[src/design/awab_pkg.sv]
// ----------------------------------------------------------------------------
// awab_pkg
// shared types, register codes and blend constants
// ----------------------------------------------------------------------------
package awab_pkg;

    localparam int MAX_DIMENSION_DEF = 4096;

    localparam int CFG_DIM_W  = 13;
    localparam int ALIGN_W    = 2;
    localparam int OPACITY_W  = 7;
    localparam int OPACITY_MAX = 100;
    localparam int COORD_W    = 12;
    localparam int PIX_W      = 8;
    localparam int APB_ADDR_W = 5;
    localparam int APB_DATA_W = 32;

    // blend weight alpha*opacity, at most 255*100
    localparam int WEIGHT_W   = 15;
    localparam logic [WEIGHT_W-1:0] FULL_SCALE = WEIGHT_W'(25500);

    // floor(p / 25500) as (p * RECIP) >> SHIFT, exact for p < 2**PROD_W
    localparam int PROD_W  = PIX_W + WEIGHT_W;
    localparam int SHIFT   = PROD_W + 15;
    localparam longint unsigned RECIP_VAL =
        ((64'd1 << SHIFT) + 64'd25500 - 64'd1) / 64'd25500;
    localparam int RECIP_W = PROD_W + 1;
    localparam int QMUL_W  = PROD_W + RECIP_W;
    localparam logic [RECIP_W-1:0] RECIP = RECIP_W'(RECIP_VAL);

    typedef enum logic [2:0] {
        REG_PHOTO_WIDTH     = 3'd0,
        REG_PHOTO_HEIGHT    = 3'd1,
        REG_MARK_WIDTH      = 3'd2,
        REG_MARK_HEIGHT     = 3'd3,
        REG_ALIGN_HORIZONTAL = 3'd4,
        REG_ALIGN_VERTICAL  = 3'd5,
        REG_OPACITY_PERCENT = 3'd6
    } reg_index_t;

    typedef enum logic [ALIGN_W-1:0] {
        ALIGN_START = 2'd0,
        ALIGN_MID   = 2'd1,
        ALIGN_TAIL  = 2'd2
    } align_t;

    typedef struct packed {
        logic [CFG_DIM_W-1:0] photo_width;
        logic [CFG_DIM_W-1:0] photo_height;
        logic [CFG_DIM_W-1:0] mark_width;
        logic [CFG_DIM_W-1:0] mark_height;
        logic [ALIGN_W-1:0]   align_horizontal;
        logic [ALIGN_W-1:0]   align_vertical;
        logic [OPACITY_W-1:0] opacity_percent;
    } awab_cfg_t;

    typedef struct packed {
        logic [CFG_DIM_W-1:0] lo;
        logic [CFG_DIM_W-1:0] hi;
    } axis_win_t;

    typedef struct packed {
        axis_win_t x;
        axis_win_t y;
    } window_t;

    typedef struct packed {
        logic s2;
        logic s3;
        logic s4;
    } stage_en_t;

endpackage

[src/design/awab_window.sv]
// ----------------------------------------------------------------------------
// awab_window
// registered covered-window bounds per axis, derived from configuration
// ----------------------------------------------------------------------------
module awab_window import awab_pkg::*; (
    input  logic      aclk,
    input  awab_cfg_t cfg,
    output window_t   win
);

    localparam int SW = CFG_DIM_W + 2;

    window_t win_reg, win_next;

    // window is [max(off,0), min(off+m,p)), center offset halves toward zero
    function automatic axis_win_t axis_bounds(input logic [CFG_DIM_W-1:0] plen,
                                              input logic [CFG_DIM_W-1:0] mlen,
                                              input logic [ALIGN_W-1:0]   align);
        logic signed [SW-1:0] p;
        logic signed [SW-1:0] m;
        logic signed [SW-1:0] d;
        logic signed [SW-1:0] off;
        logic signed [SW-1:0] end_pos;
        axis_win_t            r;
        p = $signed({2'b00, plen});
        m = $signed({2'b00, mlen});
        d = p - m;
        case (align)
            ALIGN_MID:  off = (d + $signed({{(SW-1){1'b0}}, d[SW-1]})) >>> 1;
            ALIGN_TAIL: off = d;
            default:    off = '0;
        endcase
        end_pos = off + m;
        r.lo = off[SW-1] ? '0 : off[CFG_DIM_W-1:0];
        r.hi = (end_pos < p) ? end_pos[CFG_DIM_W-1:0] : plen;
        return r;
    endfunction

    always_comb begin
        win_next.x = axis_bounds(cfg.photo_width, cfg.mark_width, cfg.align_horizontal);
        win_next.y = axis_bounds(cfg.photo_height, cfg.mark_height, cfg.align_vertical);
    end

    always_ff @(posedge aclk) begin
        win_reg <= win_next;
    end

    assign win = win_reg;

endmodule

[config.mk]
export PLATFORM = sky130hd
export DESIGN_NAME = awab_window
export DESIGN_NICKNAME = d
export VERILOG_FILES = /design/src/design/awab_pkg.sv /design/src/design/awab_window.sv
export SDC_FILE = /design/constraint.sdc
export NUM_CORES = 1
export LEC_CHECK = 0
export ABC_CLOCK_PERIOD_IN_PS = 7000
export BUFFER_PORTS_ARGS = -buffer_cell sky130_fd_sc_hd__buf_2
export CAP_MARGIN = 20
export CORE_MARGIN = 4
export CORE_UTILIZATION = 40
export CTS_BUF_LIST = sky130_fd_sc_hd__clkbuf_2 sky130_fd_sc_hd__clkbuf_4 sky130_fd_sc_hd__clkbuf_8
export CTS_CLUSTER_DIAMETER = 100
export CTS_CLUSTER_SIZE = 20
export DETAILED_ROUTE_END_ITERATION = 8
export PLACE_DENSITY = 0.72
export SYNTH_ARGS = -nofsm -noshare
export SYNTH_HDL_FRONTEND = slang
export SYNTH_SLANG_ARGS = --single-unit
[constraint.sdc]
create_clock -name aclk -period 7 [get_ports aclk]
set_input_delay 1.05 -clock aclk [delete_from_list [all_inputs] [get_ports aclk]]
set_output_delay 1.05 -clock aclk [all_outputs]
set_load 0.005 [all_outputs]
# Word level (Yosys, flattened, before mapping)
# Index checks and enable logic that the tools add are counted.
dict set report classes {
  n_addsub 6
  n_mul 0
  div_mod_pow 0
  n_lt_le_gt_ge 2
  n_eq_ne 4
  n_shift 0
  n_mux 4
  bitwise 0
  n_reduce_logical 0
}
# op count
set op_table {}
lappend op_table {{case mux 15 bit (2 select lines)} 2}
lappend op_table {{adder 14 x 2 -> 15 bit} 2}
lappend op_table {{adder 15 x 14 -> 15 bit} 2}
lappend op_table {{< comparator 15 x 14 -> 1 bit} 2}
lappend op_table {{subtractor 13 x 13 -> 14 bit} 2}
lappend op_table {{2-to-1 mux 13 bit} 2}
lappend op_table {{equality test 2 x 1 -> 1 bit, second input constant} 2}
lappend op_table {{equality test 2 bit, second input constant} 2}
dict set report totals {
  regBits 52
  latch_bits 0
  ram_bits 0
  romBits 0
  input_bits 64
  out_inout_bits 52
  wordCells 20
  memories 0
}

# Depth between registers and ports, before layout
dict set report logic_depth {
  ltp_word 6
  mapped_depth 32
  depth_no_buf 31
}

# Least setup slack after synthesis
# Ideal clock, no wire load.
dict set report synth_path {
  kind {in2reg}
  from {input cfg[13] (netlist bit)}
  to {register win_reg, in the netlist win[10]}
  setup_time_ps 123
  t_arrival_ps 6407
  required_time_ps 6877
  slack_ps 470
  stages 28
  path_buffers 1
  path_cell_list {inv_1 ha_1 o21ai_0 a21oi_1 o2111ai_1 a21oi_1 nor2_1 ha_1 a22oi_1 nor2_1 ha_1 fa_1 a21o_1 a21oi_1 o21bai_1 a21oi_1 o21bai_1 a21bo_2 a221oi_1 xnor2_1 ha_1 o21a_1 a21oi_1 a21bo_2 a31oi_1 o221ai_2 buf_4 mux2_1}
}
# item line
set synth_rtl {}
lappend synth_rtl {{start, declared} awab_window.sv:7} ;# input awab_cfg_t cfg,
lappend synth_rtl {{end signal, assigned} awab_window.sv:45} ;# win_reg <= win_next;
lappend synth_rtl {{end, declared} awab_window.sv:13} ;# window_t win_reg, win_next;

==> flow_summary.json <==
{
  "first_iter_violations": 251,
  "cts_tree": "yes",
  "use_met2": 0.3124,
  "htree_levels": 2,
  "synth_edf_count": 0,
  "ir_drop_uv": 84.11,
  "gp_congestion": 0.9053,
  "synth_nets": 849,
  "antenna_found_initial": 0,
  "yosys.area_share.simple": 0.2039,
  "critPathLaunchType": "primary input",
  "crit_arrival_ns": 6.83,
  "drv_slew": 0,
  "cp_slowest_cell": "or3_1",
  "p_int_mw": 0.8293,
  "grt_pass1_wl_um": 23580,
  "grt_pass1_vias": 5064,
  "endpoint_kind": "flop",
  "muxShareOfSynthArea": 0.06091,
  "start_util": 0.4138,
  "numCtsBuffers": 5,
  "yosysMostFrequentCell": "ha_1",
  "viasPerCell": 5.260,
  "worst_pin_slew_ns": 0.7661,
  "core-area_um2": 13450,
  "grt_max_degree": 21,
  "synthXorXnorAreaFrac": 0.07844,
  "overflow": 0,
  "synth_flop_cell": "dfxtp_1",
  "cts-root-buf": "clkbuf_8",
  "leakage_nw": 3.387,
  "yosys-top-cells-count": "ha_1 (82), inv_1 (75), nor2_1 (57), a21oi_1 (54), dfxtp_1 (52)",
  "setup_violations": 0,
  "slowest_delay_ns": 0.38,
  "ys_seq_area_frac": 0.1870,
  "clock_power_share": 0.137,
  "clock.fmax_mhz": 151.0,
  "crit_path_max_fanout": 12,
  "switching_share": 0.3901,
  "timing.max_cap.violations": 0,
  "dp.cells": 1015,
  "synthAdderAreaFrac": 0.1987,
  "use_met1": 0.2334,
  "slew-limit-headroom": 0.4873,
  "dp.final_hpwl_um": 12290,
  "power_density_nw_per_um2": 201.8,
  "seqPwrFrac": 0.285,
  "portBuffers": 108,
  "syn_avg_cell_area_um2": 7.964,
  "hold_viol": 0,
  "track_usage": 0.1796,
  "fin_util": 0.5008,
  "layoutNonFillerInstCount": 1023,
  "clockBufferDepth": 2,
  "die_y_um": 126.0,
  "min_period_over_period": 0.9458,
  "finalCriticalPeriod_ns": 6.621,
  "hold_buffers": 0,
  "drtPass1Iterations": 4,
  "synthTopCellsByArea": "dfxtp_1 (19%), ha_1 (18%), inv_1 (5.1%)",
  "wl_um": 14690,
  "yosys_warnings": 0,
  "synthCells": 699,
  "hold_class": "primary input to flop",
  "combPwrFrac": 0.578,
  "finalSetupTns_ns": 0,
  "design.portCount": 116,
  "path_class": "primary input to flop",
  "grt_busiest_layer": "met2",
  "cts_sinks": 52,
  "largest_reg_flops": 52,
  "hold_depth": 2,
  "critical_path_required_ns": 7.21,
  "run_status": "completed",
  "use_met3": 0.02540,
  "synth_top_family_by_area": "compound AO/OA/AOI/OAI gates",
  "fin_nets": 996,
  "drive_gt1_frac": 0.2456,
  "yosysTopAreaCell": "dfxtp_1",
  "synth_compound_area_frac": 0.2097,
  "synth-seq-cells": 52,
  "synth_area_um2": 5567,
  "dieArea_um2": 15870,
  "synth_cell_type_count": 70,
  "rsz0062_at_grt": "no",
  "area_growth_pct": 21.04,
  "drc": 0,
  "via_count": 5381,
  "clkSlewWorstSetupHoldPaths_ns": 0.11,
  "row_count": 42,
  "async_reset_ff_frac": 0,
  "p_switching_mw": 0.5304,
  "die_w_um": 126.0,
  "wire_per_inst_um": 14.36,
  "ant_nets": 0,
  "diodes": 0,
  "synth_top_area_frac": 0.1870
}
path summary, 6_finish.rpt:
path	startpoint	slack, ns	to
min	cfg[60]	0.97	win[36]$_DFF_P_
max	cfg[13]	0.38	win[10]$_DFF_P_
area by class of cell:
type                       count  area, um2
fill                        1361       6715
multi-input combinational    559       4202
sequential                    52       1041
timing repair buffer         153      903.4
inverter                      75      281.5
tap                          176      220.2
clock buffer                   6      76.32
clock inverter                 2      13.76
power by group through the flow:
stage	clock network (mW)	logic, mW	registers, mW
after floorplan	0	0.496	0.403
after global placement	0	0.769	0.395
after detailed placement	0	0.780	0.397
after CTS	0.196	0.785	0.390
after global routing	0.207	0.869	0.396
final	0.186	0.786	0.388
metal layers:
metal / share of wire / wire (um) / up-vias
met5: 0 / 0 / -
met4: 0.020 / 292 / 0
met3: 0.045 / 655 / 22
met2: 0.48 / 7085 / 130
met1: 0.45 / 6659 / 2449
li1: - / - / 2780
through the flow:
step | hold slack (ns) | cell area, um2 | power, mW | worst slack (ns)
detailed placement | 1.313 | 6630 | 1.177 | 0.03779
global route | 0.9619 | 6738 | 1.472 | 0.0001870
global placement | 1.308 | 6630 | 1.164 | 0.1038
finish | 0.9725 | 6738 | 1.360 | 0.3794
CTS | 0.9596 | 6720 | 1.371 | 0.3552
floorplan | 1.178 | 5567 | 0.8991 | 0.4700
critical path: cells and delay by family:
family | cells | cell delay (ns)
adders and majority gates | 3 | 0.85
and+or+nand+nor | 2 | 0.56
buffers and inverters | 4 | 0.48
AOI/OAI and AO/OA | 17 | 3.23
xor gates and xnor gates | 2 | 0.36
muxes | 1 | 0.30
cells by family (layout without fill, tap and decap cells):
| group | count (synthesis) | after routing |
|---|---|---|
| fa+ha+maj | 86 | 86 |
| flops | 52 | 52 |
| mux | 27 | 27 |
| simple gates | 222 | 222 |
| buf+inv | 88 | 236 |
| xor+xnor | 49 | 49 |
| compound gates | 175 | 175 |
cell usage in the layout, fill, tap and decap left out, types with 13 or more instances in the layout:
master	Yosys	final
buf_4	1	43
a21oi_1	54	51
xor2_1	18	18
nor2b_1	16	16
dfxtp_1	52	52
mux2_2	13	13
nand2_1	46	46
buf_2	0	108
nor2_1	57	57
and2_1	14	14
xnor2_1	30	30
inv_1	75	75
a21o_1	14	14
ha_1	82	82
nor3_1	24	24
o21ai_0	28	27
timing repair:
action,CTS,global route
gates resized for setup,0,6
setup endpoints to repair,0,25
setup buffers,0,0
Power figures use the tool's default switching activity.
