**config.mk**
```make
export PLATFORM = sky130hd
export DESIGN_NAME = awab_channel
export DESIGN_NICKNAME = d
export VERILOG_FILES = /design/src/design/awab_pkg.sv /design/src/design/awab_channel.sv
export SDC_FILE = /design/constraint.sdc
export NUM_CORES = 2
export LEC_CHECK = 0
export ABC_AREA = 1
export BUFFER_PORTS_ARGS = -buffer_cell sky130_fd_sc_hd__buf_2
export CORE_UTILIZATION = 35
export CTS_CLUSTER_DIAMETER = 200
export DETAILED_ROUTE_END_ITERATION = 10
export PLACE_DENSITY = 0.48
export SLEW_MARGIN = 15
export SYNTH_ARGS = -nofsm -noshare
export SYNTH_HDL_FRONTEND = slang
export SYNTH_SLANG_ARGS = --single-unit
export TNS_END_PERCENT = 10
```
**constraint.sdc**
```tcl
create_clock -name aclk -period 6.58 [get_ports aclk]
set_input_delay 1.316 -clock aclk [delete_from_list [all_inputs] [get_ports aclk]]
set_output_delay 1.316 -clock aclk [all_outputs]
set_load 0.02 [all_outputs]
```
**src/design/awab_pkg.sv**
```systemverilog
// ----------------------------------------------------------------------------
// awab_pkg
// shared types, register codes and blend constants
// ----------------------------------------------------------------------------
package awab_pkg;

    localparam int MAX_DIMENSION_DEF = 4096;

    localparam int CFG_DIM_W  = 13;
    localparam int ALIGN_W    = 2;
    localparam int OPACITY_W  = 7;
    localparam int OPACITY_MAX = 100;
    localparam int COORD_W    = 12;
    localparam int PIX_W      = 8;
    localparam int APB_ADDR_W = 5;
    localparam int APB_DATA_W = 32;

    // blend weight alpha*opacity, at most 255*100
    localparam int WEIGHT_W   = 15;
    localparam logic [WEIGHT_W-1:0] FULL_SCALE = WEIGHT_W'(25500);

    // floor(p / 25500) as (p * RECIP) >> SHIFT, exact for p < 2**PROD_W
    localparam int PROD_W  = PIX_W + WEIGHT_W;
    localparam int SHIFT   = PROD_W + 15;
    localparam longint unsigned RECIP_VAL =
        ((64'd1 << SHIFT) + 64'd25500 - 64'd1) / 64'd25500;
    localparam int RECIP_W = PROD_W + 1;
    localparam int QMUL_W  = PROD_W + RECIP_W;
    localparam logic [RECIP_W-1:0] RECIP = RECIP_W'(RECIP_VAL);

    typedef enum logic [2:0] {
        REG_PHOTO_WIDTH     = 3'd0,
        REG_PHOTO_HEIGHT    = 3'd1,
        REG_MARK_WIDTH      = 3'd2,
        REG_MARK_HEIGHT     = 3'd3,
        REG_ALIGN_HORIZONTAL = 3'd4,
        REG_ALIGN_VERTICAL  = 3'd5,
        REG_OPACITY_PERCENT = 3'd6
    } reg_index_t;

    typedef enum logic [ALIGN_W-1:0] {
        ALIGN_START = 2'd0,
        ALIGN_MID   = 2'd1,
        ALIGN_TAIL  = 2'd2
    } align_t;

    typedef struct packed {
        logic [CFG_DIM_W-1:0] photo_width;
        logic [CFG_DIM_W-1:0] photo_height;
        logic [CFG_DIM_W-1:0] mark_width;
        logic [CFG_DIM_W-1:0] mark_height;
        logic [ALIGN_W-1:0]   align_horizontal;
        logic [ALIGN_W-1:0]   align_vertical;
        logic [OPACITY_W-1:0] opacity_percent;
    } awab_cfg_t;

    typedef struct packed {
        logic [CFG_DIM_W-1:0] lo;
        logic [CFG_DIM_W-1:0] hi;
    } axis_win_t;

    typedef struct packed {
        axis_win_t x;
        axis_win_t y;
    } window_t;

    typedef struct packed {
        logic s2;
        logic s3;
        logic s4;
    } stage_en_t;

endpackage

```
**src/design/awab_channel.sv**
```systemverilog
// ----------------------------------------------------------------------------
// awab_channel
// one color channel: weighted products, reciprocal divide, sum and clamp
// ----------------------------------------------------------------------------
module awab_channel import awab_pkg::*; (
    input  logic                aclk,
    input  stage_en_t           en,
    input  logic [PIX_W-1:0]    photo_s1,
    input  logic [PIX_W-1:0]    mark_s1,
    input  logic [WEIGHT_W-1:0] weight_s1,
    input  logic                cov_s3,
    output logic [PIX_W-1:0]    out_s4
);

    logic [PIX_W-1:0]  photo_s2_reg, photo_s3_reg, out_s4_reg;
    logic [PROD_W-1:0] prod_m_s2_reg, prod_p_s2_reg;
    logic [PIX_W-1:0]  q_m_s3_reg, q_p_s3_reg;
    logic [PROD_W-1:0] prod_m_next, prod_p_next;
    logic [QMUL_W-1:0] qmul_m, qmul_p;
    logic [PIX_W:0]    sum;
    logic [PIX_W-1:0]  out_next;

    assign prod_m_next = PROD_W'(mark_s1) * PROD_W'(weight_s1);
    assign prod_p_next = PROD_W'(photo_s1) * PROD_W'(FULL_SCALE - weight_s1);

    // divide by full scale through the reciprocal
    assign qmul_m = QMUL_W'(prod_m_s2_reg) * QMUL_W'(RECIP);
    assign qmul_p = QMUL_W'(prod_p_s2_reg) * QMUL_W'(RECIP);

    assign sum      = {1'b0, q_m_s3_reg} + {1'b0, q_p_s3_reg};
    assign out_next = !cov_s3 ? photo_s3_reg : (sum[PIX_W] ? '1 : sum[PIX_W-1:0]);

    always_ff @(posedge aclk) begin
        if (en.s2) begin
            photo_s2_reg  <= photo_s1;
            prod_m_s2_reg <= prod_m_next;
            prod_p_s2_reg <= prod_p_next;
        end
        if (en.s3) begin
            photo_s3_reg <= photo_s2_reg;
            q_m_s3_reg   <= qmul_m[SHIFT +: PIX_W];
            q_p_s3_reg   <= qmul_p[SHIFT +: PIX_W];
        end
        if (en.s4) begin
            out_s4_reg <= out_next;
        end
    end

    assign out_s4 = out_s4_reg;

endmodule

```
Yosys cells after proc, flatten, opt, wreduce, memory -nomap -nowiden
Index checks and enable logic that the tools add are counted.
{ "totals": {"out_inout_bits": 8, "register_bits": 86, "input_bits": 36, "word_cells": 15} }
{ "classes": {"add_sub_neg": 2, "muxes": 2, "n_mul": 4} }
{ "op_table": {"columns": ["op", "count"], "rows": [
  ["$mul A23 B23 Y45 const B", 2],
  ["$mul A8 B15 Y23", 1],
  ["$mul A9 B16 Y23", 1],
  ["$mux W8", 2],
  ["$sub A15 B15 Y16 const A", 1],
  ["$add A8 B8 Y9", 1]
]} }

Depth between registers and ports, before layout
{ "depth": {"ltp_word": 3, "mapped_depth": 30, "depth_no_buf": 29} }

Worst setup path after synthesis
OpenSTA, ideal clock, no wires.
{ "synth_path": {"kind": "input to register", "startpoint": "in weight_s1[0]", "endpoint": "reg prod_p_s2_reg[21] (data pin)", "required_time_ps": 6327, "stages": 24, "arrival_time_ps": 5624, "path_buffers": 1, "setup_time_ps": 253, "setup_slack_ps": 703, "path_cell_list": "buf_4 inv_1 ha_1 nor2_2 a21oi_2 nand3_1 nand2_2 xnor2_2 or2_1 fa_1 inv_1 fa_1 fa_1 inv_1 fa_1 inv_1 ha_1 nand2_1 inv_1 nand3_1 nor3_1 nand4_1 nand4_1 nand2_1"} }
{ "synth_via": {"elab_chain_cells": 2} }
{ "synth_rtl": {"columns": ["item", "line_no", "source"], "rows": [
  ["start: declaration", "awab_channel.sv:10", "input logic [WEIGHT_W-1:0] weight_s1,"],
  ["$sub A15 B15 Y16", "awab_channel.sv:24", "assign prod_p_next = PROD_W'(photo_s1) * PROD_W'(FULL_SCALE - weight_s1);"],
  ["$mul A9 B16 Y23", "awab_channel.sv:24", null],
  ["net prod_p_next[21]", "awab_channel.sv:18", "logic [PROD_W-1:0] prod_m_next, prod_p_next;"],
  ["end signal: assignment", "awab_channel.sv:37", "prod_p_s2_reg <= prod_p_next;"],
  ["end: declaration", "awab_channel.sv:16", "logic [PROD_W-1:0] prod_m_s2_reg, prod_p_s2_reg;"]
]} }
The timed path passes the listed nets, and every way through them passes these cells.
A chain may end at the register's enable or synchronous reset.

Final worst setup path
{ "layout_path": {"startpoint": "reg prod_m_s2_reg[10]", "endpoint": "reg q_m_s3_reg[1] (data pin)"} }
{ "layout_via": {"elab_chain_cells": 1} }
{ "layout_rtl": {"columns": ["item", "line_no", "source"], "rows": [
  ["start: declaration", "awab_channel.sv:16", null],
  ["start signal: assignment", "awab_channel.sv:36", "prod_m_s2_reg <= prod_m_next;"],
  ["$mul A23 B23 Y45", "awab_channel.sv:27", "assign qmul_m = QMUL_W'(prod_m_s2_reg) * QMUL_W'(RECIP);"],
  ["net qmul_m[39]", "awab_channel.sv:19", "logic [QMUL_W-1:0] qmul_m, qmul_p;"],
  ["end signal: assignment", "awab_channel.sv:41", "q_m_s3_reg <= qmul_m[SHIFT +: PIX_W];"],
  ["end: declaration", "awab_channel.sv:17", "logic [PIX_W-1:0] q_m_s3_reg, q_p_s3_reg;"]
]} }
The timed path passes the listed nets, and every way through them passes these cells.

==> impl_metrics.yaml <==
synth:
  ys_seq_elements: 86
  syn_nets: 5240
  yosys_warnings: 0
  synth_area_leaders: "fa_1 34%, ha_1 23%, inv_1 15%"
  synth_most_common_cell: "inv_1"
  yosysTopAreaCellShare: 0.337
  synth.distinct_cells: 38
  syn_area_per_cell_sq_um: 7.96
  syn-cell-area_sq_um: 32400
  yosys-top-cells-count: "1,298 x inv_1, 932 x nand2_1, 585 x ha_1"
  postSynthCellCount: 4073
  synthFlopType: "edfxtp_1"
  synth_edf_count: 86
  async_flop_share: 0
  ys_seq_area_frac: 0.0797
  synth_top_area_cell: "fa_1"
cts:
  ctsResizeCount: 0
  cts.sinks: 86
  clock_latency_ns: 0.36
  hold_buffers: 0
  postCtsSetupRepairBufs: 0
  clockBufferDepth: 2
  cts_root_buffer: "clkbuf_16"
  clk_pin_slew_ns: 0.07
  cts_made_buffers: 9
  cts_tree: "built"
  htreeDepth: 3
sta:
  relSlewSlack: 0.462
  period_needed_ns: 6.03
  final_max_slew_viol_count: 0
  skew_ns: 0.0110
  clock.fmax_ghz: 0.166
  tightest_slew_ns: 0.807
  timing.final.crit_share: 0.917
  hold_violations: 0
  rsz0062_at_grt: "false"
  report.final.setup_viol: 0
  setup-tns-final_ns: 0
detailed_routing:
  routed_via_density: 4.44
  drc_errors: 0
  wl_um: 82800
  wl_per_cell_um: 15.6
  vias: 23603
  drt_iter0_markers: 984
  postRouteAntennaNets: 0
  dr.pass1.iters: 5
worst_setup_path:
  setup.worst_path.end_class: "flop"
  path_class: "reg2reg"
  start_kind: "flop"
  arrival_ns: 6.15
  reg2reg_depth: 21
  worstPathMaxFanout: 6
  crit_required_ns: 6.70
run:
  drv_cap: 0
floorplan:
  fp-row-count: 111
  core_sq_um: 91700
  die_h_um: 306
  dieArea_sq_um: 93800
  fp.dieW_um: 306
  ios: 44
  initial_core_util: 0.353
cells_and_area:
  nets: 5290
  antenna_cells: 0
  syn_to_final_growth_pct: 6.38
  final_layout_size_suffix_gt1_frac: 0.0293
place:
  hpwl_um: 75500
  portBuffers: 43
  gp_congestion: 0.866
grt:
  grt_max_degree: 55
  grt_pass1_wl_um: 136000
  grt_use_total: 0.185
  grt.overflow.total: 0
  grt_pass1_vias: 25367
  antenna_found_initial: 3
outcome:
  status: "finished, final reports clean"
worst_hold_path:
  hold_path_class: "reg2reg"
  hold_depth: 0
==> layout by cell type, fill, tap and decap left out, types with 7 or more instances in the layout <==
| master | n |
|---|---|
| a21oi_1 | 87 |
| buf_2 | 43 |
| buf_4 | 30 |
| clkbuf_16 | 9 |
| edfxtp_1 | 86 |
| fa_1 | 546 |
| ha_1 | 585 |
| inv_1 | 1298 |
| nand2_1 | 932 |
| nand2_2 | 10 |
| nand3_1 | 92 |
| nand3b_1 | 8 |
| nand4_1 | 37 |
| nor2_1 | 213 |
| nor3_1 | 18 |
| o21ai_0 | 35 |
| or2_1 | 7 |
| xnor2_1 | 13 |
| xor2_1 | 25 |
==> worst max-delay path, stage by stage (launching register included) <==
cell	delay, ns
edfxtp_1	0.62
inv_1	0.28
fa_1	0.54
fa_1	0.51
inv_1	0.04
ha_1	0.26
inv_1	0.05
fa_1	0.54
inv_1	0.05
fa_1	0.44
fa_1	0.49
inv_1	0.05
fa_1	0.47
inv_1	0.06
ha_1	0.31
nand2_1	0.11
nor2_1	0.13
inv_1	0.09
nor3_1	0.35
nand3_1	0.19
nand4_1	0.13
nand2_1	0.07
==> layer usage <==
| layer | GRT usage | wire [um] | vias up |
|---|---|---|---|
| met5 | 0 | 13 | - |
| li1 | - | - | 12052 |
| met4 | 0.0308 | 1090 | 2 |
| met3 | 0.0143 | 1960 | 57 |
| met1 | 0.267 | 42000 | 11239 |
| met2 | 0.305 | 37700 | 253 |
==> path summary, 6_finish.rpt <==
path / start / endpoint / slack (ns)
worst max-delay path: prod_m_s2_reg[10] / q_m_s3_reg[1] / 0.55
worst min-delay path: photo_s2_reg[2] / photo_s3_reg[2] / 0.55
worst max register to register: prod_m_s2_reg[10] / q_m_s3_reg[1] / 0.55
worst min register to register: photo_s2_reg[2] / photo_s3_reg[2] / 0.55
==> cell type report <==
type / instances / area (sq um)
clock buffer: 10 / 229
sequential: 86 / 2580
fill: 9730 / 57200
timing repair buffer: 73 / 440
multi-input combinational: 2648 / 24800
tap: 1186 / 1480
inverter: 1305 / 4900
clock inverter: 6 / 70.1
==> logic make-up after synthesis <==
kind of cell             after synthesis  share of synthesized area
AO/OA/AOI/OAI                        148                     0.0248
XOR/XNOR                              40                     0.0116
adder cells (fa/ha/maj)             1131                      0.563
buffers and inverters               1339                      0.156
flip-flops                            86                     0.0797
AND/OR/NAND/NOR                     1329                      0.165
==> through the flow <==
stage	utilization	std cells	instance area (sq um)	hold slack [ns]	setup WS [ns]
after global placement	0.373	5298	34200	0.536	0.231
after global routing	0.376	5314	34500	0.548	0.128
final	0.376	5314	34500	0.555	0.545
after detailed placement	0.373	5298	34200	0.533	0.203
after CTS	0.376	5314	34500	0.551	0.493
after floorplan	-	4073	32400	0.400	0.703
Power is not shown: default switching activity piles up to over one toggle a cycle in this logic, so the estimate is an artifact.
