### src/design/awab_pkg.sv
// ----------------------------------------------------------------------------
// awab_pkg
// shared types, register codes and blend constants
// ----------------------------------------------------------------------------
package awab_pkg;

    localparam int MAX_DIMENSION_DEF = 4096;

    localparam int CFG_DIM_W  = 13;
    localparam int ALIGN_W    = 2;
    localparam int OPACITY_W  = 7;
    localparam int OPACITY_MAX = 100;
    localparam int COORD_W    = 12;
    localparam int PIX_W      = 8;
    localparam int APB_ADDR_W = 5;
    localparam int APB_DATA_W = 32;

    // blend weight alpha*opacity, at most 255*100
    localparam int WEIGHT_W   = 15;
    localparam logic [WEIGHT_W-1:0] FULL_SCALE = WEIGHT_W'(25500);

    // floor(p / 25500) as (p * RECIP) >> SHIFT, exact for p < 2**PROD_W
    localparam int PROD_W  = PIX_W + WEIGHT_W;
    localparam int SHIFT   = PROD_W + 15;
    localparam longint unsigned RECIP_VAL =
        ((64'd1 << SHIFT) + 64'd25500 - 64'd1) / 64'd25500;
    localparam int RECIP_W = PROD_W + 1;
    localparam int QMUL_W  = PROD_W + RECIP_W;
    localparam logic [RECIP_W-1:0] RECIP = RECIP_W'(RECIP_VAL);

    typedef enum logic [2:0] {
        REG_PHOTO_WIDTH     = 3'd0,
        REG_PHOTO_HEIGHT    = 3'd1,
        REG_MARK_WIDTH      = 3'd2,
        REG_MARK_HEIGHT     = 3'd3,
        REG_ALIGN_HORIZONTAL = 3'd4,
        REG_ALIGN_VERTICAL  = 3'd5,
        REG_OPACITY_PERCENT = 3'd6
    } reg_index_t;

    typedef enum logic [ALIGN_W-1:0] {
        ALIGN_START = 2'd0,
        ALIGN_MID   = 2'd1,
        ALIGN_TAIL  = 2'd2
    } align_t;

    typedef struct packed {
        logic [CFG_DIM_W-1:0] photo_width;
        logic [CFG_DIM_W-1:0] photo_height;
        logic [CFG_DIM_W-1:0] mark_width;
        logic [CFG_DIM_W-1:0] mark_height;
        logic [ALIGN_W-1:0]   align_horizontal;
        logic [ALIGN_W-1:0]   align_vertical;
        logic [OPACITY_W-1:0] opacity_percent;
    } awab_cfg_t;

    typedef struct packed {
        logic [CFG_DIM_W-1:0] lo;
        logic [CFG_DIM_W-1:0] hi;
    } axis_win_t;

    typedef struct packed {
        axis_win_t x;
        axis_win_t y;
    } window_t;

    typedef struct packed {
        logic s2;
        logic s3;
        logic s4;
    } stage_en_t;

endpackage

### src/design/awab_cfg.sv
// ----------------------------------------------------------------------------
// awab_cfg
// apb register file with saturation of dimensions and opacity
// ----------------------------------------------------------------------------
module awab_cfg import awab_pkg::*; #(
    parameter int MAX_DIMENSION = MAX_DIMENSION_DEF
) (
    input  logic                  aclk,
    input  logic                  aresetn,
    input  logic                  psel,
    input  logic                  penable,
    input  logic                  pwrite,
    input  logic [APB_ADDR_W-1:0] paddr,
    input  logic [APB_DATA_W-1:0] pwdata,
    output logic [APB_DATA_W-1:0] prdata,
    output awab_cfg_t             cfg
);

    localparam int DIM_NEED = $clog2(MAX_DIMENSION + 1);
    localparam int DIM_W    = (DIM_NEED < CFG_DIM_W) ? DIM_NEED : CFG_DIM_W;

    logic [DIM_W-1:0]     photo_w_reg, photo_h_reg, mark_w_reg, mark_h_reg;
    logic [ALIGN_W-1:0]   align_h_reg, align_v_reg;
    logic [OPACITY_W-1:0] opacity_reg;
    logic                 wr_en;
    reg_index_t           wr_index;
    logic [DIM_W-1:0]     dim_sat;
    logic [OPACITY_W-1:0] opacity_sat;

    assign wr_en    = psel && penable && pwrite;
    assign wr_index = reg_index_t'(paddr[APB_ADDR_W-1:2]);

    // dimensions above the limit clamp to it
    assign dim_sat = (int'(pwdata[CFG_DIM_W-1:0]) > MAX_DIMENSION)
                   ? DIM_W'(MAX_DIMENSION) : DIM_W'(pwdata[CFG_DIM_W-1:0]);
    assign opacity_sat = (int'(pwdata[OPACITY_W-1:0]) > OPACITY_MAX)
                       ? OPACITY_W'(OPACITY_MAX) : pwdata[OPACITY_W-1:0];

    always_ff @(posedge aclk) begin
        if (!aresetn) begin
            photo_w_reg <= DIM_W'(1);
            photo_h_reg <= DIM_W'(1);
            mark_w_reg  <= DIM_W'(1);
            mark_h_reg  <= DIM_W'(1);
            align_h_reg <= ALIGN_START;
            align_v_reg <= ALIGN_START;
            opacity_reg <= OPACITY_W'(OPACITY_MAX);
        end else if (wr_en) begin
            case (wr_index)
                REG_PHOTO_WIDTH:      photo_w_reg <= dim_sat;
                REG_PHOTO_HEIGHT:     photo_h_reg <= dim_sat;
                REG_MARK_WIDTH:       mark_w_reg  <= dim_sat;
                REG_MARK_HEIGHT:      mark_h_reg  <= dim_sat;
                REG_ALIGN_HORIZONTAL: align_h_reg <= pwdata[ALIGN_W-1:0];
                REG_ALIGN_VERTICAL:   align_v_reg <= pwdata[ALIGN_W-1:0];
                REG_OPACITY_PERCENT:  opacity_reg <= opacity_sat;
                default: begin
                end
            endcase
        end
    end

    always_comb begin
        cfg.photo_width      = CFG_DIM_W'(photo_w_reg);
        cfg.photo_height     = CFG_DIM_W'(photo_h_reg);
        cfg.mark_width       = CFG_DIM_W'(mark_w_reg);
        cfg.mark_height      = CFG_DIM_W'(mark_h_reg);
        cfg.align_horizontal = align_h_reg;
        cfg.align_vertical   = align_v_reg;
        cfg.opacity_percent  = opacity_reg;
    end

    always_comb begin
        case (wr_index)
            REG_PHOTO_WIDTH:      prdata = APB_DATA_W'(photo_w_reg);
            REG_PHOTO_HEIGHT:     prdata = APB_DATA_W'(photo_h_reg);
            REG_MARK_WIDTH:       prdata = APB_DATA_W'(mark_w_reg);
            REG_MARK_HEIGHT:      prdata = APB_DATA_W'(mark_h_reg);
            REG_ALIGN_HORIZONTAL: prdata = APB_DATA_W'(align_h_reg);
            REG_ALIGN_VERTICAL:   prdata = APB_DATA_W'(align_v_reg);
            REG_OPACITY_PERCENT:  prdata = APB_DATA_W'(opacity_reg);
            default:              prdata = '0;
        endcase
    end

endmodule

### config.mk
export PLATFORM = sky130hd
export DESIGN_NAME = awab_cfg
export DESIGN_NICKNAME = d
export VERILOG_FILES = /design/src/design/awab_pkg.sv /design/src/design/awab_cfg.sv
export SDC_FILE = /design/constraint.sdc
export NUM_CORES = 1
export LEC_CHECK = 0
export ABC_AREA = 1
export BUFFER_PORTS_ARGS = -buffer_cell sky130_fd_sc_hd__buf_2
export CAP_MARGIN = 5
export CORE_UTILIZATION = 40
export CTS_CLUSTER_SIZE = 16
export DETAILED_ROUTE_END_ITERATION = 10
export HOLD_SLACK_MARGIN = 0.06
export MAX_ROUTING_LAYER = met4
export PLACE_DENSITY = 0.8
export SKIP_CTS_REPAIR_TIMING = 1
export SLEW_MARGIN = 10
export SYNTH_ARGS = -nofsm -noshare
export SYNTH_HDL_FRONTEND = slang
export SYNTH_SLANG_ARGS = --single-unit
### constraint.sdc
create_clock -name aclk -period 1.3 [get_ports aclk]
set_clock_uncertainty 0.2 [all_clocks]
set_input_delay 0.195 -clock aclk [delete_from_list [all_inputs] [get_ports aclk]]
set_output_delay 0.195 -clock aclk [all_outputs]
set_load 0.02 [all_outputs]
-- After elaboration in Yosys (flattened, before gate mapping)
Cells that the tools add are included.
- register bits: 63
- word-level logic and storage cells: 28
- input port bits: 42
- $lt $le $gt $ge: 2
- muxes and demuxes: 3
- equality and inequality tests: 6
- reduce and logical (&&, ||, !) cells: 10
- operators with widths (operator ; number):
    $pmux W13 S7 ; 1
    $reduce_and A2 Y1 ; 7
    $gt A13 B13 Y1 const B ; 1
    $mux W13 ; 1
    $eq A3 B3 Y1 const B ; 3
    $gt A7 B7 Y1 const B ; 1
    $mux W7 ; 1
    $eq A3 B2 Y1 const B ; 2
    $eq A3 B1 Y1 const B ; 1
    $logic_not A3 Y1 ; 1
    $logic_and A1 B1 Y1 ; 2

-- Depth between registers and ports, before layout
- depth in word-level cells: 3
- mapped depth: 9

-- Least setup slack after synthesis
OpenSTA, ideal clock, no wires.
- kind: input port to output port
- from: in paddr[2]
- to: out prdata[1]
- path buffers: 1
- required time: 0.905 ns
- slack: -0.110 ns
- stages: 8
- arrival: 1.015 ns
- cells stage by stage: nor2_1 -> nand2_1 -> inv_1 -> clkbuf_8 -> nand2_1 -> o21ai_0 -> inv_1 -> nand3_1
- word-level cells in the longest chain between the ends: 2
- ends and longest elaborated chain (element ; line ; source):
    from (decl) ; awab_cfg.sv:13 ; input logic [APB_ADDR_W-1:0] paddr,
    $eq A3 B3 Y1, or another cell as far along ; awab_cfg.sv:74 ; case (wr_index)
    $pmux W13 S7 (*) ; awab_cfg.sv:74 ;
    to (decl) ; awab_cfg.sv:15 ; output logic [APB_DATA_W-1:0] prdata,
Mark *: on every way between the ends. The rest lies on a longest branch, timed or not.

-- Worst setup path in the final report
- from: reg mark_h_reg[3]
- to: out prdata[3]
- word-level cells in the longest chain between the ends: 1
- ends and longest elaborated chain (element ; line ; source):
    from (decl) ; awab_cfg.sv:22 ; logic [DIM_W-1:0] photo_w_reg, photo_h_reg, mark_w_reg, mark_h_reg;
    from (signal assigned) ; awab_cfg.sv:53 ; REG_MARK_HEIGHT: mark_h_reg <= dim_sat;
    $pmux W13 S7 ; awab_cfg.sv:74 ;
No other way between the ends.

==> flow_summary_export.csv <==
group,metric,value,unit
routing,viasPerCell,5.18,
worst_setup_path,critPathCaptureType,"output pin",
hold_path,hold_path_class,"in -> reg",
clocking,cts_made_buffers,9,
layout,drive_gt1_frac,0.471,
worst_setup_path,reg2reg_slack,0.16,ns
clocking,clk_path_buf_depth,2,
die,die_w,88.0,um
placement,port_buffers,96,
global_routing,grt_util_all_layers,0.237,
global_routing,grt_use_met1,0.301,
clocking,htreeDepth,3,
global_routing,grt_util_met3,0.0452,
sta,final-hold-violation-count,0,
global_routing,use_met2,0.360,
synthesis,synth.avg_cell_area,7.44,um2
worst_setup_path,worstSetupPathType,"reg -> out",
clocking,clock-sinks,63,
worst_setup_path,worstPathMaxFanout,3,
sta,maxClockFrequency,617,MHz
worst_setup_path,crit_family,"flip-flops",
clocking,cts_tree,"built",
sta,report.final.slew_viol_count,0,
synthesis,ys_seq_area_frac,0.427,
global_routing,top_usage_layer,"met2",
global_routing,grt_pass1_vias,2875,
worst_setup_path,critPathSlowestCell,"dfxtp_2",
routing,dr.pass1.iters,8,
routing,ant_nets,0,
sta,setup_ws,-0.320,ns
layout,fin_nets,600,
worst_setup_path,path_buf_inv,1,
clocking,clk_pin_slew,0.08,ns
placement,gp_congestion,0.877,
run,cap_violations,0,
global_routing,grt_max_degree,27,
routing,route.vias.total,3416,
hold_path,holdPathStages,4,
synthesis,postSynthCellCount,397,
sta,period_minus_slack,1.62,ns
worst_setup_path,path_cells,"nand2_1 -> nand2_1 -> a21oi_2 -> nand3_1 -> buf_6",
worst_setup_path,slowest_delay,0.34,ns
sta,setup_viol,23,
placement,placed_cells,615,
routing,drc,0,
placement,dp_hpwl,6750,um
sta,period_share,1.25,
worst_setup_path,worst-path-stages,5,
hold_path,hold-path-endpoint,"mark_w_reg[11]",
worst_setup_path,arrival,1.22,ns
die,dieArea,7740,um2
worst_setup_path,critPathLaunchType,"register",
worst_setup_path,worstReg2RegEnd,"mark_w_reg[1]",
layout,layout.cells.non_filler,659,
routing,routed_wl,10500,um
global_routing,antenna_found_initial,0,
die,initial_core_util,0.423,
worst_setup_path,r2r_cells,4,
synthesis,syn_area,2960,um2
synthesis,yosys_warnings,0,
hold_path,worstHoldStart,"pwdata[11]",
worst_setup_path,crit_top_cell,"nand2_1",
sta,fin_hold_ws,0.0576,ns
pwr,powerDensity,949,nW/um2
global_routing,overflow,0,
routing,wl_per_cell,15.9,um
pwr,ir_drop,0.604,mV
global_routing,grt_pass1_wl,13600,um
layout,area_delta_synth_final,60.9,%
layout,antennaDiodeCount,0,
worst_setup_path,required,0.90,ns
synthesis,synth_cell_types,25,
clocking,worstSkewPairLatency,0.34,ns
run_status,outcome,"finished with violations",
worst_setup_path,worst_r2r_startpoint,"mark_w_reg[1]",
run_status,violations,"negative setup slack",
die,fp.dieH,88.0,um
synthesis,ys_ff_latch,63,
die,io_pins,137,
routing,drt_iter0_drc,287,
clocking,root_buffer,"clkbuf_8",
die,row_count,30,
pwr,leakage,0.00228,uW
sta,rsz0062_at_grt,"yes",
die,core,6980,um2
[how the worst max path moves through the flow]
stage / slack, ns / from / endpoint
after detailed placement: -0.31 / paddr[2] / prdata[3]
after global routing: -0.37 / mark_h_reg[3] / prdata[3]
after global placement: -0.32 / paddr[2] / prdata[3]
after floorplan: 0.004 / paddr[4] / prdata[4]
after CTS: -0.34 / opacity_reg[3] / prdata[3]
final: -0.32 / mark_h_reg[3] / prdata[3]
[cell usage after synthesis, drive strengths merged]
cell type | instances | share of area
nand2 | 95 | 0.14
dfxtp | 63 | 0.43
o21ai | 57 | 0.097
a21oi | 56 | 0.096
buf | 33 | 0.086
nor2 | 32 | 0.052
inv | 22 | 0.028
nand3 | 19 | 0.036
clkbuf | 7 | 0.013
nand4 | 7 | 0.015
nand3b | 3 | 0.0076
a22oi | 1 | 0.0025
conb | 1 | 0.0013
nor3 | 1 | 0.0017
[metrics by stage]
stage	worst slack [ns]	util	area [um2]	total power, uW	setup TNS, ns
after detailed placement	-0.313	0.550	3840	2510	-11.34
after global placement	-0.323	0.550	3840	2500	-10.02
after CTS	-0.344	0.582	4060	4390	-3.76
after floorplan	0.00432	-	3080	2330	0
final	-0.320	0.681	4760	4510	-2.63
after global routing	-0.366	0.681	4760	4630	-3.44
[tightest hold or removal path, stage by stage]
cell	delay [ns]
buf_2	0.10
buf_4	0.11
nand2_4	0.05
a21oi_1	0.10
[report_power, final]
group	internal [uW]	switching, uW	leakage [uW]
combinational	243	354	0.00165
clock	1130	802	0.000110
sequential	1960	22.8	0.000528
total	3330	1180	0.00228
[cell usage in the layout (no fill, tap or decap), types with 10 or more instances in the layout]
cell and instances:
nor2_1 26, dfxtp_1 21, clkbuf_8 10, inv_1 14
buf_6 46, buf_2 46, conb_1 19, nand2_1 77
o21ai_0 57, buf_4 61, a21oi_1 52, nand3_1 12
dfxtp_2 42
[layer usage]
| layer | wire, um | share of wire | vias up |
|---|---|---|---|
| met5 | 0 | 0 | - |
| met4 | 265 | 0.025 | 0 |
| met3 | 682 | 0.065 | 23 |
| met2 | 5280 | 0.50 | 167 |
| met1 | 4250 | 0.41 | 1620 |
| li1 | - | - | 1606 |
[cell families after synthesis]
logic type,Yosys count,synth area share
flops,63,0.427
buf+inv,62,0.126
compound gates,114,0.195
other cells,1,0.00127
simple gates,157,0.251
[layout make-up]
cell class,instances,area [um2]
clock buffer,11,141
clock inverter,5,81.3
fill,555,2230
inverter,22,123
multi-input combinational,290,1500
sequential,63,1310
tap,96,120
timing repair buffer,170,1460
timing repair inverter,2,12.5
Note: power is estimated with default switching activity, not from simulation.
